$ cat config.mk
export PLATFORM = sky130hd
export DESIGN_NAME = gltok_ctrl
export DESIGN_NICKNAME = d
export VERILOG_FILES = /design/src/rtl/gltok_pkg.sv /design/src/rtl/gltok_ctrl.sv
export SDC_FILE = /design/constraint.sdc
export NUM_CORES = 1
export LEC_CHECK = 0
export BUFFER_PORTS_ARGS = -buffer_cell sky130_fd_sc_hd__clkbuf_2
export CAP_MARGIN = 10
export CELL_PAD_IN_SITES_DETAIL_PLACEMENT = 2
export CELL_PAD_IN_SITES_GLOBAL_PLACEMENT = 2
export CORE_MARGIN = 5
export CORE_UTILIZATION = 19
export CTS_CLUSTER_DIAMETER = 120
export DETAILED_ROUTE_END_ITERATION = 7
export PLACE_DENSITY_LB_ADDON = 0.1
export SLEW_MARGIN = 40
export SYNTH_ARGS = -nofsm -noshare
export SYNTH_HDL_FRONTEND = slang
export SYNTH_SLANG_ARGS = --single-unit
export TNS_END_PERCENT = 1
$ cat constraint.sdc
create_clock -name clk -period 1.6 [get_ports clk]
set_clock_uncertainty 0.15 [all_clocks]
set_input_delay 0.08 -clock clk [delete_from_list [all_inputs] [get_ports clk]]
set_output_delay 0.08 -clock clk [all_outputs]
set_load 0.02 [all_outputs]
$ cat src/rtl/gltok_pkg.sv
// Shared types, codes and constants of the longest-match tokenizer.
package gltok_pkg;

  localparam int unsigned DEF_NUM_ENTRIES = 1024;
  localparam int unsigned DEF_MAX_LEN     = 16;
  localparam int unsigned SCAN_CAP        = 100000;

  localparam logic [7:0] MARK_B0    = 8'hE2;
  localparam logic [7:0] MARK_B1    = 8'h96;
  localparam logic [7:0] MARK_B2    = 8'h81;
  localparam logic [7:0] SPACE_BYTE = 8'h20;

  typedef enum logic [1:0] {
    OP_VOCAB_BYTE = 2'd0,
    OP_ENTRY_LEN  = 2'd1,
    OP_TEXT_BYTE  = 2'd2,
    OP_DECODE     = 2'd3
  } op_t;

  typedef enum logic [1:0] {
    KIND_TOKEN = 2'd0,
    KIND_COUNT = 2'd1,
    KIND_BYTE  = 2'd2,
    KIND_EMPTY = 2'd3
  } kind_t;

  typedef enum logic {
    CFG_VOCAB_COUNT = 1'b0,
    CFG_TOKEN_LIMIT = 1'b1
  } cfg_idx_t;

  typedef enum logic [2:0] {
    ST_CLEAR,
    ST_IDLE,
    ST_CHECK,
    ST_SCAN,
    ST_APPLY,
    ST_COUNT,
    ST_DLEN,
    ST_DEMIT
  } state_t;

  typedef struct packed {
    logic accept;
    logic clr;
    logic scan_start;
    logic scan;
    logic apply;
    logic emit_cnt;
    logic dec_start;
    logic dec_emit;
  } cmd_t;

  typedef struct packed {
    op_t  in_op;
    logic fin;
    logic fill_full;
    logic fill_nz;
    logic below_limit;
    logic scan_done;
    logic has_match;
    logic clr_done;
    logic out_free;
    logic dec_empty;
    logic dec_last;
  } sts_t;

endpackage

$ cat src/rtl/gltok_ctrl.sv
// Sequencing state machine of the tokenizer.
module gltok_ctrl (
  input  logic            clk,
  input  logic            rst_n,
  input  logic            in_valid,
  input  gltok_pkg::sts_t sts,
  output gltok_pkg::cmd_t cmd,
  output logic            in_stall
);

  gltok_pkg::state_t state_r, state_nxt;
  logic go_scan;

  always_ff @(posedge clk) begin
    if (!rst_n) begin
      state_r <= gltok_pkg::ST_CLEAR;
    end else begin
      state_r <= state_nxt;
    end
  end

  always_comb begin
    if (!sts.fin) begin
      go_scan = sts.fill_full && sts.below_limit;
    end else begin
      go_scan = sts.fill_nz && sts.below_limit;
    end
  end

  always_comb begin
    state_nxt = state_r;
    unique case (state_r)
      gltok_pkg::ST_CLEAR: begin
        if (sts.clr_done) state_nxt = gltok_pkg::ST_IDLE;
      end
      gltok_pkg::ST_IDLE: begin
        if (in_valid) begin
          if (sts.in_op == gltok_pkg::OP_TEXT_BYTE) state_nxt = gltok_pkg::ST_CHECK;
          else if (sts.in_op == gltok_pkg::OP_DECODE) state_nxt = gltok_pkg::ST_DLEN;
        end
      end
      gltok_pkg::ST_CHECK: begin
        if (go_scan) state_nxt = gltok_pkg::ST_SCAN;
        else if (sts.fin) state_nxt = gltok_pkg::ST_COUNT;
        else state_nxt = gltok_pkg::ST_IDLE;
      end
      gltok_pkg::ST_SCAN: begin
        if (sts.scan_done) state_nxt = gltok_pkg::ST_APPLY;
      end
      gltok_pkg::ST_APPLY: begin
        if (!sts.has_match || sts.out_free) begin
          state_nxt = sts.fin ? gltok_pkg::ST_CHECK : gltok_pkg::ST_IDLE;
        end
      end
      gltok_pkg::ST_COUNT: begin
        if (sts.out_free) state_nxt = gltok_pkg::ST_IDLE;
      end
      gltok_pkg::ST_DLEN: begin
        state_nxt = gltok_pkg::ST_DEMIT;
      end
      gltok_pkg::ST_DEMIT: begin
        if (sts.out_free && (sts.dec_empty || sts.dec_last)) state_nxt = gltok_pkg::ST_IDLE;
      end
      default: state_nxt = gltok_pkg::ST_IDLE;
    endcase
  end

  always_comb begin
    cmd            = '0;
    cmd.accept     = (state_r == gltok_pkg::ST_IDLE) && in_valid;
    cmd.clr        = (state_r == gltok_pkg::ST_CLEAR);
    cmd.scan_start = (state_r == gltok_pkg::ST_CHECK) && go_scan;
    cmd.scan       = (state_r == gltok_pkg::ST_SCAN);
    cmd.apply      = (state_r == gltok_pkg::ST_APPLY) && (!sts.has_match || sts.out_free);
    cmd.emit_cnt   = (state_r == gltok_pkg::ST_COUNT) && sts.out_free;
    cmd.dec_start  = (state_r == gltok_pkg::ST_DLEN);
    cmd.dec_emit   = (state_r == gltok_pkg::ST_DEMIT) && sts.out_free;
  end

  assign in_stall = (state_r != gltok_pkg::ST_IDLE);

endmodule

==> results.cfg <==
[final_layout]
final_common_cell = clkbuf_2
top_regs = state_r x3
drive_gt1_share_pct = 48.10
design_area_um2 = 558.0
instances_no_fill = 106
antennaDiodeCount = 0
mostFrequentLayoutCells = 23 x clkbuf_2, 6 x nand2_1, 4 x nor2_1
largest_reg_flops = 3
area_delta_synth_final_pct = 46.23
top_register = state_r
nets = 95
fillers = 252

[floorplan]
core_mm2 = 0.001942
initial_core_util_pct = 19.65
row_count = 16
ioPinCount = 24
die_area_mm2 = 0.003005
fp.dieH_um = 54.82
die_width_um = 54.82

[timing]
fin_crit_sh_pct = 90.39
slew-limit-headroom_pct = 79.11
final-hold-violation-count = 0
rsz0062_at_grt = no
clock.fmax_mhz = 691.4
finalSetupViolCount = 0
fin_ws_ns = 0.1538
period_minus_slack_ns = 1.446
tightestPinTransition_ns = 0.3112
timing.setup.tns_ns = 0
drv_slew = 0

[yosys]
netlist_top_cells_area = dfxtp_1 16%, buf_6 5.9%, nand2_1 5.9%, nand3_2 5.2%, nor3_1 3.9%
synthCells = 52
ys_seq_area_share_pct = 15.74
yosysTopAreaCell = dfxtp_1
synth_nets = 67
synth_ff_type = dfxtp_1
yosysUniqueCellTypes = 32
synth.avg_cell_area_um2 = 7.339
synth_top_area_share_pct = 15.74
synth_edf_count = 0
synth_seq_cells = 3
synth-async-reset-ratio_pct = 0
mappedNetlistArea_um2 = 381.6
yosysWarnings = 0

[routing]
drt_first_pass_iters = 1
drc = 0
drt_iter0_markers = 0
avgRoutedWirePerCell_um = 12.65
drt_wl_total_mm = 1.341
via_per_inst = 4.453
antenna_left = 0
route.vias.total = 472

[clocking]
insertion_delay_ns = 0.23
cts_root_buffer = clkbuf_4
cts_buffer_depth = 2
clock-sinks = 3
cts_tree = built
clkTransAtPathRegs_ns = 0.03
post_cts_buffers = 0
numCtsBuffers = 3
h-tree-depth = 1

[outcome]
status = finished clean

[power_and_ir_drop]
power_density_mw_per_mm2 = 766.3
ir_drop_v = 0.0003334
power_leakage_nw = 0.2611

[worst_setup_path]
crit_type = reg2out
crit_start = state_r[1]
slowest_delay_ns = 0.38
worstSetupStartpointType = flop
crit_chain = buf_4 > nand3_1 > nor3_1 > clkbuf_2
r2r-end = state_r[2]
cp_slowest_cell = dfxtp_2
critPathCaptureType = primary output
r2r_cells = 4
cp.arrival_ns = 1.22
path_max_fanout = 8
required_ns = 1.37
r2r_start = state_r[2]
r2r_slack_ns = 0.29
crit_end = cmd[5]

[global_route]
grt_max_degree = 16
grt_pass1_vias = 505
grt_antenna_before_repair = 0
grt_use_total_pct = 10.20
grt-ovfl-total = 0
grt_pass1_wl_mm = 2.166

[placed_design]
port_buffers = 23
placed_cell_area_um2 = 515.5
dp_slack_ns = 0.1092
hpwl_mm = 1.096
dp_cells = 101
gp_congestion = 0.6814

[min_path]
min_path_type = in2reg

[flow_run]
drv_cap = 0
==> stage by stage <==
| step | hold slack [ns] | utilization [%] | power [W] |
|---|---|---|---|
| floorplan | 0.07592 | - | 0.0002375 |
| global placement | 0.2366 | 26.55 | 0.0002963 |
| detailed placement | 0.2319 | 26.55 | 0.0002951 |
| CTS | 0.1050 | 28.48 | 0.0004395 |
| global route | 0.1340 | 28.74 | 0.0004650 |
| finish | 0.1002 | 28.74 | 0.0004276 |
==> cells by family after synthesis <==
| family | synth area share, % |
|---|---|
| muxes | 5.574 |
| AOI/OAI and AO/OA | 21.31 |
| buffers and inverters | 10.82 |
| DFF | 15.74 |
| and+or+nand+nor | 46.56 |
==> worst min-delay path by stage <==
stage,cells after the start,slack [ns],endpoint,start
after floorplan,1,0.08,state_r[0],rst_n
after global placement,3,0.24,state_r[2],rst_n
after CTS,3,0.11,state_r[1],sts[2]
final,3,0.10,state_r[1],sts[2]
after detailed placement,2,0.23,state_r[0],rst_n
after global routing,3,0.13,state_r[1],sts[2]
==> routing by layer <==
layer,vias up,track usage [%],part of all wire [%]
met5,-,0,0
met4,0,6.224,0.75
met3,2,1.090,3.4
met2,7,17.32,52
met1,221,12.10,43
li1,242,-,-
==> what timing repair did <==
item | 4_1_cts | 5_1_grt
hold buffers | 1 | 0
setup endpoints to repair | 2 | 3
gates resized for setup | 1 | 3
hold endpoints to repair | 1 | 0
==> synth_stat cells (2+ instances only) <==
library cell / n
inv_1: 3
nor3_1: 3
nor2_1: 4
nand3_2: 2
nand2b_1: 2
o21ai_0: 3
dfxtp_1: 3
nand2_1: 6
and3_1: 2
buf_6: 2
==> worst max-delay path: cells and delay by family (launching register included) <==
family	cells	cell delay, ns
AND/OR/NAND/NOR	2	0.24
flip-flops	1	0.38
buffers and inverters	2	0.36
==> power breakdown <==
part           switching, W  internal, W
clock             0.0000379    0.0000933
sequential        0.0000284    0.0000878
combinational      0.000100    0.0000802
==> final cells by class <==
type	instances	area [µm²]	area share, %
flip-flops and latches	3	66.31	11.88
multi-input cells	43	280.3	50.22
well taps	27	33.78	6.054
clock buffers	4	26.28	4.709
repair buffers	26	140.1	25.11
inverters	3	11.26	2.018
Note: power is estimated with default switching activity, not from simulation.
